**src/rtl/lbr_pkg.sv**
```systemverilog
package lbr_pkg;

    typedef enum logic [1:0] {
        FN_BOOST = 2'd0,
        FN_ROT_Y = 2'd1,
        FN_ROT_Z = 2'd2,
        FN_BAD   = 2'd3
    } func_t;

    typedef enum logic [1:0] {
        ST_OK        = 2'd0,
        ST_BAD_FUNC  = 2'd1,
        ST_BAD_BOOST = 2'd2,
        ST_SAT       = 2'd3
    } status_t;

    localparam int ANG_FRAC = 30;
    localparam int WIDE     = 72;
    localparam int MW       = 65;

    localparam logic [32:0]        TWO_PI_Q30  = 33'd6746518852;
    localparam logic signed [35:0] PI_S        = 36'sd3373259426;
    localparam logic signed [35:0] TWO_PI_S    = 36'sd6746518852;
    localparam logic signed [35:0] HALF_PI_S   = 36'sd1686629713;
    localparam logic signed [32:0] GAIN_INV    = 33'sd652032874;

    typedef struct packed {
        logic  vld;
        func_t func;
        logic  flip;
    } ctl_t;

    typedef struct packed {
        logic               hit;
        logic signed [31:0] val;
    } sat_t;

    function automatic logic [30:0] atan_q30(input int i);
        logic [30:0] r;
        case (i)
            0:       r = 31'd843314857;
            1:       r = 31'd497837829;
            2:       r = 31'd263043837;
            3:       r = 31'd133525159;
            4:       r = 31'd67021687;
            5:       r = 31'd33543516;
            6:       r = 31'd16775851;
            7:       r = 31'd8388437;
            8:       r = 31'd4194283;
            9:       r = 31'd2097149;
            default: r = (i < 31) ? (31'd1 << (30 - i)) : 31'd0;
        endcase
        return r;
    endfunction

    function automatic sat_t sat32(input logic signed [WIDE-1:0] v);
        sat_t r;
        if (v > WIDE'(32'sh7FFFFFFF))
        begin
            r.hit = 1'b1;
            r.val = 32'sh7FFFFFFF;
        end
        else if (v < -WIDE'(33'sh080000000))
        begin
            r.hit = 1'b1;
            r.val = 32'sh80000000;
        end
        else
        begin
            r.hit = 1'b0;
            r.val = v[31:0];
        end
        return r;
    endfunction

endpackage

```
**src/rtl/lbr_cell.sv**
```systemverilog
module lbr_cell #(
    parameter int FRAC_BITS     = 16,
    parameter int CORDIC_STAGES = 20,
    parameter int IDX           = 0
) (
    input  logic                        clk,
    input  logic                        rst_n,
    input  logic                        en,
    input  lbr_pkg::ctl_t               ctl_i,
    input  logic signed [31:0]          prm_i,
    input  logic signed [31:0]          px_i,
    input  logic signed [31:0]          py_i,
    input  logic signed [31:0]          pz_i,
    input  logic signed [31:0]          pe_i,
    input  logic [61-FRAC_BITS:0]       mag_i,
    input  logic                        asgn_i,
    input  logic signed [33:0]          ang_i,
    input  logic signed [32:0]          cx_i,
    input  logic signed [32:0]          cy_i,
    input  logic [30:0]                 rem_i,
    input  logic [32+FRAC_BITS:0]       nq_i,
    input  logic                        nsgn_i,
    output lbr_pkg::ctl_t               ctl_o,
    output logic signed [31:0]          prm_o,
    output logic signed [31:0]          px_o,
    output logic signed [31:0]          py_o,
    output logic signed [31:0]          pz_o,
    output logic signed [31:0]          pe_o,
    output logic [61-FRAC_BITS:0]       mag_o,
    output logic                        asgn_o,
    output logic signed [33:0]          ang_o,
    output logic signed [32:0]          cx_o,
    output logic signed [32:0]          cy_o,
    output logic [30:0]                 rem_o,
    output logic [32+FRAC_BITS:0]       nq_o,
    output logic                        nsgn_o
);
    import lbr_pkg::*;

    localparam int AW  = 62 - FRAC_BITS;
    localparam int RED = 29 - FRAC_BITS;
    localparam int QW  = 33 + FRAC_BITS;
    localparam int K   = (IDX < RED) ? (RED - 1 - IDX) : 0;
    localparam int CI  = (IDX > RED) ? (IDX - RED - 1) : 0;

    localparam logic [AW-1:0] RED_SUB = AW'(TWO_PI_Q30) << K;
    localparam logic [30:0]   ATAN    = atan_q30(CI);

    ctl_t                  ctl_reg,  ctl_next;
    logic [AW-1:0]         mag_reg,  mag_next;
    logic signed [33:0]    ang_reg,  ang_next;
    logic signed [32:0]    cx_reg,   cx_next;
    logic signed [32:0]    cy_reg,   cy_next;
    logic [30:0]           rem_reg,  rem_next;
    logic [QW-1:0]         nq_reg,   nq_next;
    logic signed [31:0]    prm_reg, px_reg, py_reg, pz_reg, pe_reg;
    logic                  asgn_reg, nsgn_reg;

    logic signed [35:0]    r;
    logic signed [32:0]    dx, dy;
    logic [31:0]           rem2;
    logic [31:0]           dvs;

    always_comb
    begin
        ctl_next = ctl_i;
        mag_next = mag_i;
        ang_next = ang_i;
        cx_next  = cx_i;
        cy_next  = cy_i;
        rem_next = rem_i;
        nq_next  = nq_i;
        r        = '0;
        dx       = cy_i >>> CI;
        dy       = cx_i >>> CI;
        rem2     = {rem_i, nq_i[QW-1]};
        dvs      = {1'b0, prm_i[30:0]};

        if (IDX < RED)
        begin
            if (mag_i >= RED_SUB)
                mag_next = mag_i - RED_SUB;
        end

        if (IDX == RED)
        begin
            r = asgn_i ? -$signed({2'b00, mag_i[33:0]}) : $signed({2'b00, mag_i[33:0]});
            if (r > PI_S)
                r = r - TWO_PI_S;
            else if (r < -PI_S)
                r = r + TWO_PI_S;
            ctl_next.flip = 1'b0;
            if (r > HALF_PI_S)
            begin
                r = r - PI_S;
                ctl_next.flip = 1'b1;
            end
            else if (r < -HALF_PI_S)
            begin
                r = r + PI_S;
                ctl_next.flip = 1'b1;
            end
            ang_next = r[33:0];
            cx_next  = GAIN_INV;
            cy_next  = '0;
        end

        if (IDX > RED && CI < CORDIC_STAGES)
        begin
            if (!ang_i[33])
            begin
                cx_next  = cx_i - dx;
                cy_next  = cy_i + dy;
                ang_next = ang_i - $signed({3'b000, ATAN});
            end
            else
            begin
                cx_next  = cx_i + dx;
                cy_next  = cy_i - dy;
                ang_next = ang_i + $signed({3'b000, ATAN});
            end
        end

        if (IDX < QW)
        begin
            if (rem2 >= dvs)
            begin
                rem_next = 31'(rem2 - dvs);
                nq_next  = {nq_i[QW-2:0], 1'b1};
            end
            else
            begin
                rem_next = rem2[30:0];
                nq_next  = {nq_i[QW-2:0], 1'b0};
            end
        end
    end

    always_ff @(posedge clk or negedge rst_n)
    begin
        if (!rst_n)
            ctl_reg <= '0;
        else if (en)
            ctl_reg <= ctl_next;
    end

    always_ff @(posedge clk)
    begin
        if (en)
        begin
            mag_reg  <= mag_next;
            ang_reg  <= ang_next;
            cx_reg   <= cx_next;
            cy_reg   <= cy_next;
            rem_reg  <= rem_next;
            nq_reg   <= nq_next;
            prm_reg  <= prm_i;
            px_reg   <= px_i;
            py_reg   <= py_i;
            pz_reg   <= pz_i;
            pe_reg   <= pe_i;
            asgn_reg <= asgn_i;
            nsgn_reg <= nsgn_i;
        end
    end

    assign ctl_o  = ctl_reg;
    assign prm_o  = prm_reg;
    assign px_o   = px_reg;
    assign py_o   = py_reg;
    assign pz_o   = pz_reg;
    assign pe_o   = pe_reg;
    assign mag_o  = mag_reg;
    assign asgn_o = asgn_reg;
    assign ang_o  = ang_reg;
    assign cx_o   = cx_reg;
    assign cy_o   = cy_reg;
    assign rem_o  = rem_reg;
    assign nq_o   = nq_reg;
    assign nsgn_o = nsgn_reg;

endmodule

```
**config.mk**
```make
export PLATFORM = sky130hd
export DESIGN_NAME = lbr_cell
export DESIGN_NICKNAME = d
export VERILOG_FILES = /design/src/rtl/lbr_pkg.sv /design/src/rtl/lbr_cell.sv
export SDC_FILE = /design/constraint.sdc
export NUM_CORES = 1
export LEC_CHECK = 0
export ABC_AREA = 1
export BUFFER_PORTS_ARGS = -buffer_cell sky130_fd_sc_hd__buf_2
export CAP_MARGIN = 25
export CORE_AREA = 3 3 302 304
export CTS_BUF_LIST = sky130_fd_sc_hd__clkbuf_4 sky130_fd_sc_hd__clkbuf_8 sky130_fd_sc_hd__clkbuf_16
export DETAILED_ROUTE_END_ITERATION = 7
export DIE_AREA = 0 0 305 307
export PLACE_DENSITY = 0.48
export SLEW_MARGIN = 10
export SYNTH_ARGS = -nofsm -noshare
export SYNTH_HDL_FRONTEND = slang
export SYNTH_SLANG_ARGS = --single-unit
```
**constraint.sdc**
```tcl
create_clock -name clk -period 1.2 [get_ports clk]
set_clock_uncertainty 0.15 [all_clocks]
set_input_delay 0.24 -clock clk [delete_from_list [all_inputs] [get_ports clk]]
set_output_delay 0.24 -clock clk [all_outputs]
set_load 0.005 [all_outputs]
```
* Yosys cells after proc, flatten, opt, wreduce, memory -nomap -nowiden
Index checks and enable logic that the tools add are counted.
** Storage, ports and cells
- Input port bits :: 395
- Memories :: 0
- Bits in latches :: 0
- Output and inout bits :: 392
- Memory bits (writable) :: 0
- Memory bits (read-only) :: 0
- Flip-flop bits (word level) :: 392
- Logic and storage cells :: 23
** Cells by class
- Eq/ne operators :: 0
- Mux-type cells :: 3
- Add/subtract/negate cells :: 2
- Shift operators :: 0
- Multipliers :: 0
- Bitwise gates (word level) :: 0
- Reductions and logical operators :: 0
- Divide/modulo/power cells :: 0
- $lt $le $gt $ge :: 2
** Operators by type and width (count)
- greater-or-equal comparator 46 x 45 -> 1 bit, second input constant :: 1
- 2-to-1 mux 46 bit :: 1
- subtractor 46 x 45 -> 46 bit, second input constant :: 1
- greater-or-equal comparator 32 x 31 -> 1 bit :: 1
- 2-to-1 mux 31 bit :: 1
- subtractor 31 bit :: 1
- 2-to-1 mux 1 bit :: 1

* Depth between registers and ports, before layout
Gate-level depths: netlist of run 1.
- Depth in word-level cells :: 2
- Depth in mapped cells :: 17
- Gate-level depth less buffers :: 15

* Worst setup path before layout of run 1
Ideal clock, no wire load.
- Kind :: in2reg
- From :: input port nq_i[48]
- To :: register rem_reg[10] (netlist: rem_o[10]) (data pin)
- Stages :: 17
- Setup time :: 252 ps
- Setup slack :: -1056 ps
- Data required time :: 798 ps
- Arrival :: 1854 ps
- Cells stage by stage :: inv_1 ha_1 fa_1 inv_1 nand2_1 nand2_1 nand3_1 nand2_1 nand2_1 nand3_1 nand2_1 nand2_2 inv_2 buf_6 buf_6 nand2_1 nand2_1
** Between the ends
- Cells in the longest elaborated chain, start to end :: 2
** RTL lines
- from (decl) :: line lbr_cell.sv:21 : input logic [32+FRAC_BITS:0] nq_i,
- subtractor 31 bit or greater-or-equal comparator 32 x 31 -> 1 bit (tied branches) :: line lbr_cell.sv:128, lbr_cell.sv:126
- 2-to-1 mux 31 bit (*) :: line lbr_cell.sv:126 : if (rem2 >= dvs)
- net rem_next[10] :: line lbr_cell.sv:54 : logic [30:0] rem_reg, rem_next;
- to (signal assigned) :: line lbr_cell.sv:155 : rem_reg <= rem_next;
- to (decl) :: line lbr_cell.sv:54
The timed path passes the listed nets; every way through them passes the cells marked *.
A chain may end at the register's enable or synchronous reset.

* Worst setup path after layout of run 1
- From :: register ang_reg[24] (netlist: ang_o[24])
- To :: output port ang_o[24]
** RTL lines
- from (decl) :: line lbr_cell.sv:51 : logic signed [33:0] ang_reg, ang_next;
- from (signal assigned) :: line lbr_cell.sv:152 : ang_reg <= ang_next;
- to (decl) :: line lbr_cell.sv:31 : output logic signed [33:0] ang_o,
No word-level cell between the ends.

==> results of run 1 <==
-- through the flow --
step / setup slack [ns] / TNS, ns
after floorplan: -0.9330 / -45.64
final: -0.5110 / -135.99
after global placement: -1.223 / -88.23
after global routing: -0.5771 / -164.28
after CTS: -0.5988 / -241.94
after detailed placement: -1.252 / -88.33
-- metal layers --
metal / global-route usage (%) / part of all wire [%] / vias up
met2: 25.94 / 49 / 573
met4: 5.599 / 2.8 / 0
li1: - / - / 7882
met5: 0 / 0 / -
met3: 4.070 / 6.9 / 103
met1: 18.60 / 41 / 7726
-- worst reg2reg max path, stage by stage (launching register included) --
cell	delay (ns)
dfrtp_1	0.39
buf_4	0.14
mux2_2	0.25
-- worst max-delay path by stage --
| stage | endpoint | cells past startpoint |
|---|---|---|
| 2_1_floorplan | rem_o[11] | 17 |
| 3_3_place_gp | rem_o[22] | 17 |
| 3_5_place_dp | rem_o[22] | 13 |
| 4_1_cts | ang_o[24] | 2 |
| 5_1_grt | ang_o[24] | 2 |
| 6_report | ang_o[24] | 2 |
-- repair_timing --
item | in CTS | in global routing
setup buffers | 36 | 14
gates cloned | 10 | 0
endpoints found under the hold margin | 424 | 21
gates resized for setup | 316 | 91
hold buffers | 391 | 3
pin swaps | 90 | 40
setup endpoints to repair | 456 | 817
-- cell families after synthesis --
| logic type | share of synthesized area [%] |
|---|---|
| multiplexers | 0.2736 |
| AND/OR/NAND/NOR | 17.61 |
| AO/OA/AOI/OAI | 1.718 |
| flip-flops | 71.39 |
| buffers and inverters | 5.313 |
| XOR/XNOR | 1.064 |
| adder cells (fa/ha/maj) | 2.630 |
-- power groups by stage --
stage,clock [mW],sequential [mW],combinational (mW)
after floorplan,0,17.2,1.61
after global placement,0,17.1,5.90
after detailed placement,0,17.1,5.90
after CTS,14.7,16.8,7.83
after global routing,15.1,16.9,8.64
final,14.2,16.8,7.98
-- sequential cells by signal, indices dropped and copies added (netlist names) --
register  flops
mag_o        46
pz_o         32
rem_o        31
nq_o         49
nsgn_o        1
asgn_o        1
ang_o        34
prm_o        32
ctl_o         4
px_o         32
cx_o         33
pe_o         32
py_o         32
cy_o         33
-- synth_stat cells --
cell type / n
and2_1: 4
dfrtp_1: 4
buf_4: 3
nand2_1: 457
nor4_1: 1
nand2_4: 1
ha_1: 33
a22oi_1: 1
a21oi_1: 23
inv_1: 190
o211ai_1: 1
nand3_4: 2
o21bai_1: 3
nand2_2: 4
nor3_2: 1
o21ai_0: 9
a31oi_1: 3
inv_2: 16
and3_1: 1
fa_1: 1
or2_2: 3
a21oi_4: 1
edfxtp_1: 388
nand3_1: 90
nor2_2: 4
nor2_8: 1
nand4_1: 19
nand3b_1: 4
nor3_1: 9
clkinv_1: 1
xor2_1: 20
nand3_2: 1
mux2_2: 4
buf_2: 6
nor2_1: 85
buf_6: 4
nor3_4: 1
o21ai_1: 10
nor2_4: 1
-- area by class of cell --
type	count	share of cell area (%)
multi-input combinational	798	15.87
antenna	9	0.07050
clock inverter	26	0.8852
inverter	207	2.644
sequential	392	36.79
clock buffer	54	3.831
tap	1165	4.563
timing repair buffer	1531	35.35
==> results by group, run 1 <==
Timing
  • Hold Worst Slack: ~0.009 ns
  • Max Slew Vio Count: 0
  • Final worst slack: -0.5110 ns
  • RSZ-0062 raised after global routing: yes
  • Relative slew slack: 72.19%
  • F_max: around 600 MHz
  • Fin. Hold Viols: 0
  • Tmin final: 1.711 ns
  • Count of final setup violators: 459
  • Final period util: 142.6%
  • Actual slew at the worst max-slew pin: 0.4171 ns

Critical path
  • CP bufs+invs: 2
  • Worst reg2reg path depth: 2
  • R2R Path Start: ctl_o[3]
  • Crit. End Element: primary output
  • R2r endpoint: ctl_o[3]
  • Crit Path Class: register to primary output
  • Worst path arrival time: around 1.3 ns
  • Crit Path Max Fanout: 1
  • CP startpoint kind: register
  • Crit path max-delay family: flip-flops
  • Slowest stage delay, CP: roughly 0.43 ns
  • Reg2reg setup slack: ~0.17 ns
  • CP startpoint: ang_o[24]
  • Worst endpoint required time: 0.81 ns
  • CP max stage cell: edfxtp_1
  • Critical-path cell list: buf_12 > buf_8

Floorplan
  • Die width: between 300 and 400 um
  • IO Count: 787
  • Die height: 307 um
  • Core area: ~89,000 sq um
  • Die area: ~94,000 sq um
  • Row cnt: approximately 110
  • Initial Utilization: a little under a fifth

Route
  • Pre-antenna DRT Iters: 7
  • Vias/cell: slightly below 4
  • DR vias: about 16,000
  • Routed Antenna Nets: 0
  • First DRT Iteration DRCs: 844
  • WL final: about 75,000 um
  • Post-DR wirelength/cell: about 18 um
  • DRC errors left: 0

Placement
  • Placement Cell Area: 24,420 sq um
  • Global placer's final weighted congestion: ~0.85
  • IO buf count: just under 800
  • Inst Count DP: 3,649
  • DP HPWL: ~57,000 um

Logic synthesis
  • Yosys warns: 0
  • Avg Inst Size Synth: roughly 12 sq um
  • Register bit total from synthesis: slightly below 400
  • Yosys top cell by area: edfxtp_1
  • Synth Instances: 1,410
  • Synth area leaders: edfxtp_1, nand2_1, inv_1
  • Sequential fraction of the synthesis area: between 70 and 80%
  • Mapped Area: ~16,000 sq um
  • Number of library cell types mapped by synthesis: 39
  • Share of the synthesized area in the top cell type: between 70% and 80%
  • Syn Nets: between 1,500 and 2,000

Final layout
  • Non-filler cells, final: 4,182
  • Register area: approximately 12,000 sq um
  • Layout overhead on the synthesized area: 94.06%
  • Area of the multi-input gates: just over 5000 sq um
  • Final nets: between 3,000 and 4,000
  • Fillers: between 8,000 and 9,000
  • Most frequent cells in the layout: buf_2, dlygate4sd3_1, edfxtp_1, nand2_1, buf_4
  • Layout cell share with drive strength beyond 1: between 40% and 50%
  • Final core utilization: between 30% and 40%
  • Fin area: 31,940 sq um
  • Commonest non-fill, non-tap cell in the layout: buf_2

Power and ir drop
  • Pwr Total: between 30 and 40 mW
  • Internal power: ~29 mW
  • Sw power: 10.01 mW
  • Pwr dens: between 1000 and 1500 nW/um^2
  • Lkg Pwr: approximately 15 nW
  • Peak supply drop: around 1.0 mV
  • Combinational power share: 20.5%
  • Switch share: 25.67%
  • Clk network pwr share: a little over a third
  • Seq pwr share: ~43%

Clock tree
  • CTS tree: built
  • CTS max path bufs: 3
  • Clock sinks: around 390
  • Clock slew at reported path FFs: around 0.060 ns
  • Clock Latency Late Sink: between 0.5 and 0.6 ns
  • Max H-tree Level: 2
  • Root Buffer: clkbuf_16
  • Num CTS Buffers: between 40 and 50

Min path
  • Worst min path class: input port to register
  • Worst Hold Depth: 5
  • Hold endpoint: mag_o[45]
  • Worst hold path startpoint: mag_i[45]

Global route
  • Final global-route overflow total: 0
  • Initial antenna violation count: 9
  • Largest net degree at the start of global routing: 34
  • First-pass GRT wire length: 108,100 um
  • Total GRT Usage: 15.27%
  • Vias in the first global route: roughly 17,000

Run status
  • Violated checks: setup timing
  • Status: finished, violations left

Flow run
  • Number of max-cap violations: 0
Note: power is estimated with default switching activity, not from simulation.
==> run 2: changes to the inputs <==
Settings changed: CORE_AREA 3 3 302 304 to 3 3 301 303, DIE_AREA 0 0 305 307 to 0 0 304 306.
==> results by group, run 2 (synthesis gave the netlist of run 1 again) <==
Critical path
  • Crit Path Class: input port to register (was register to primary output)
  • Worst path arrival time: 1.92 ns (was 1.32 ns)
  • Worst reg2reg path depth: 2 (unchanged)
  • R2r endpoint: ctl_o[3] (unchanged)
  • Crit Path Max Fanout: 8 (was 1)
  • Reg2reg setup slack: 0.16 ns (was 0.17 ns)
  • Crit. End Element: register (was primary output)
  • Slowest stage delay, CP: 0.26 ns (was 0.43 ns)
  • Critical-path cell list: buf_2 > inv_1 > ha_4 > nand2_2 > nor3_4 > nand2_2 > nor3_4 > nand2_4 > nand2_8 > buf_12 > buf_16 > o21ai_2 (was buf_12 > buf_8)
  • CP max stage cell: ha_4 (was edfxtp_1)
  • Worst setup endpoint: rem_o[0] (was ang_o[24])
  • R2R Path Start: ctl_o[3] (unchanged)
  • CP startpoint kind: input port (was register)
  • CP startpoint: prm_i[28] (was ang_o[24])
  • Worst endpoint required time: 1.40 ns (was 0.81 ns)

Clock tree
  • Clock Latency Late Sink: 0.59 ns (about the same)
  • Clock slew at reported path FFs: 0.06 ns (about the same)
  • Root Buffer: clkbuf_16 (unchanged)
  • CTS max path bufs: 3 (unchanged)
  • CTS tree: built (unchanged)
  • Clock sinks: 392 (unchanged)
  • Num CTS Buffers: 47 (was 45)
  • Max H-tree Level: 2 (unchanged)

Floorplan
  • Die width: 304 um (was 305 um)
  • IO Count: 787 (unchanged)
  • Die height: 306 um (was 307 um)
  • Die area: 93,020 sq um (was 93,640 sq um)
  • Row cnt: 109 (unchanged)
  • Initial Utilization: 18.65% (was 18.60%)
  • Core area: 88,240 sq um (was 88,510 sq um)

Route
  • DR vias: 16,700 (was 16,280)
  • First DRT Iteration DRCs: 940 (was 844)
  • Pre-antenna DRT Iters: 5 (was 7)
  • DRC errors left: 0 (unchanged)
  • WL final: 77,200 um (was 74,850 um)
  • Vias/cell: 3.948 (was 3.894)
  • Routed Antenna Nets: 0 (unchanged)
  • Post-DR wirelength/cell: 18.25 um (was 17.90 um)

Flow run
  • Number of max-cap violations: 0 (unchanged)

Placement
  • Global placer's final weighted congestion: 0.8457 (was 0.8548)
  • IO buf count: 786 (unchanged)
  • Inst Count DP: 3,652 (was 3,649)
  • DP HPWL: 56,860 um (was 56,710 um)

Run status
  • Status: finished, violations left (unchanged)
  • Violated checks: setup timing (unchanged)

Timing
  • Final worst slack: -0.5206 ns (was -0.5110 ns)
  • Fin. Hold Viols: 0 (unchanged)
  • Tmin final: 1.721 ns (was 1.711 ns)
  • Count of final setup violators: 456 (was 459)
  • Final period util: 143.4% (was 142.6%)
  • Actual slew at the worst max-slew pin: 0.3754 ns (was 0.4171 ns)
  • RSZ-0062 raised after global routing: yes (unchanged)
  • Max Slew Vio Count: 0 (unchanged)
  • Setup_tns: -137.97 ns (was -135.99 ns)
  • F_max: 581.2 MHz (was 584.4 MHz)
  • Relative slew slack: 74.86% (was 72.19%)

Power and ir drop
  • Switch share: 25.68% (was 25.67%)
  • Lkg Pwr: 15.10 nW (was 14.66 nW)
  • Pwr dens: 1211 nW/um^2 (was 1220 nW/um^2)
  • Internal power: 29.59 mW (was 28.98 mW)
  • Peak supply drop: 1.024 mV (was 1.041 mV)
  • Clk network pwr share: 36.2% (was 36.4%)
  • Seq pwr share: 42.4% (was 43.1%)
  • Combinational power share: 21.4% (was 20.5%)
  • Sw power: 10.22 mW (was 10.01 mW)
  • Pwr Total: 39.81 mW (was 38.99 mW)

Final layout
  • Fillers: 8,657 (was 8,762)
  • Commonest non-fill, non-tap cell in the layout: buf_2 (unchanged)
  • Most frequent cells in the layout: buf_2, dlygate4sd3_1, edfxtp_1, buf_4, nand2_1 (was buf_2, dlygate4sd3_1, edfxtp_1, nand2_1, buf_4)
  • Max FFs per register: 49 (unchanged)
  • Area of the multi-input gates: 5438 sq um (was 5070 sq um)
  • Layout cell share with drive strength beyond 1: 53.47% (was 49.70%)
  • Non-filler cells, final: 4,231 (was 4,182)
  • Final nets: 3,455 (was 3,404)
  • Register area: 11,750 sq um (unchanged)
  • Layout overhead on the synthesized area: 99.76% (was 94.06%)

Global route
  • Vias in the first global route: 17,410 (was 17,080)
  • Final global-route overflow total: 0 (unchanged)
  • First-pass GRT wire length: 110,900 um (was 108,100 um)
  • Total GRT Usage: 15.76% (was 15.27%)
  • Initial antenna violation count: 24 (was 9)
  • Largest net degree at the start of global routing: 50 (was 34)

Min path
  • Worst min path class: input port to register (unchanged)
  • Worst hold path startpoint: en (was mag_i[45])
## run 2: how the worst min path moves through the flow
stage | end | slack, ns | cells after the start
2_1_floorplan | ctl_o[0] | -0.21 | 0
3_3_place_gp | ctl_o[2] | -0.09 | 1
3_5_place_dp | ctl_o[0] | -0.09 | 1
4_1_cts | mag_o[45] | -0.24 | 3
5_1_grt | mag_o[42] | 0.0001 | 2
6_report | mag_o[41] | 0.04 | 2
## run 2: critical path, delay by kind of cell
family          cells  cell delay, ns
buf+inv             4            0.45
compound gates      1            0.06
fa+ha+maj           1            0.26
simple gates        6            0.91
## run 2: cell type report
type                            instances  area share, %
Timing Repair Buffer                 1580          35.98
Clock inverter                         21         0.8600
Inverter                              207          2.580
Multi-Input combinational cell        798          16.54
Antenna cell                           12        0.09132
Clock buffer                           56          3.782
Sequential cell                       392          35.74
Tap cell                             1165          4.433
## run 2: power by group through the flow
stage	Combinational, mW	Sequential, mW	Clock (mW)
2_1_floorplan	1.61	17.2	0
3_3_place_gp	5.86	17.1	0
3_5_place_dp	5.85	17.1	0
4_1_cts	8.12	16.9	14.9
5_1_grt	9.15	17.0	15.4
6_report	8.52	16.9	14.4
## run 2: timing repair
item | in CTS | in global routing
setup endpoints to repair | 456 | 688
resized for setup | 362 | 166
pin swaps | 101 | 91
hold endpoints to repair | 440 | 3
gates cloned | 12 | 1
buffers inserted | 71 | 19
hold buffers | 395 | 3
## run 2: per-stage QoR
step / setup WS [ns] / instance area (sq um) / hold slack (ns) / utilization [%]
final: -0.5206 / 32880 / 0.03989 / 37.26
after CTS: -0.5946 / 32150 / -0.2358 / 36.44
after floorplan: -0.9330 / 16670 / -0.2056 / -
after global placement: -1.132 / 24500 / -0.09363 / 27.76
after detailed placement: -1.143 / 24500 / -0.08818 / 27.76
after global routing: -0.5812 / 32880 / 0.0001095 / 37.26
## run 2: layer usage
layer,vias up,GRT usage (%),part of all wire [%]
li1,7985,-,-
met1,7952,18.35,39
met2,624,27.25,50
met3,131,4.435,7.2
met4,12,6.594,3.9
met5,-,0,0.096
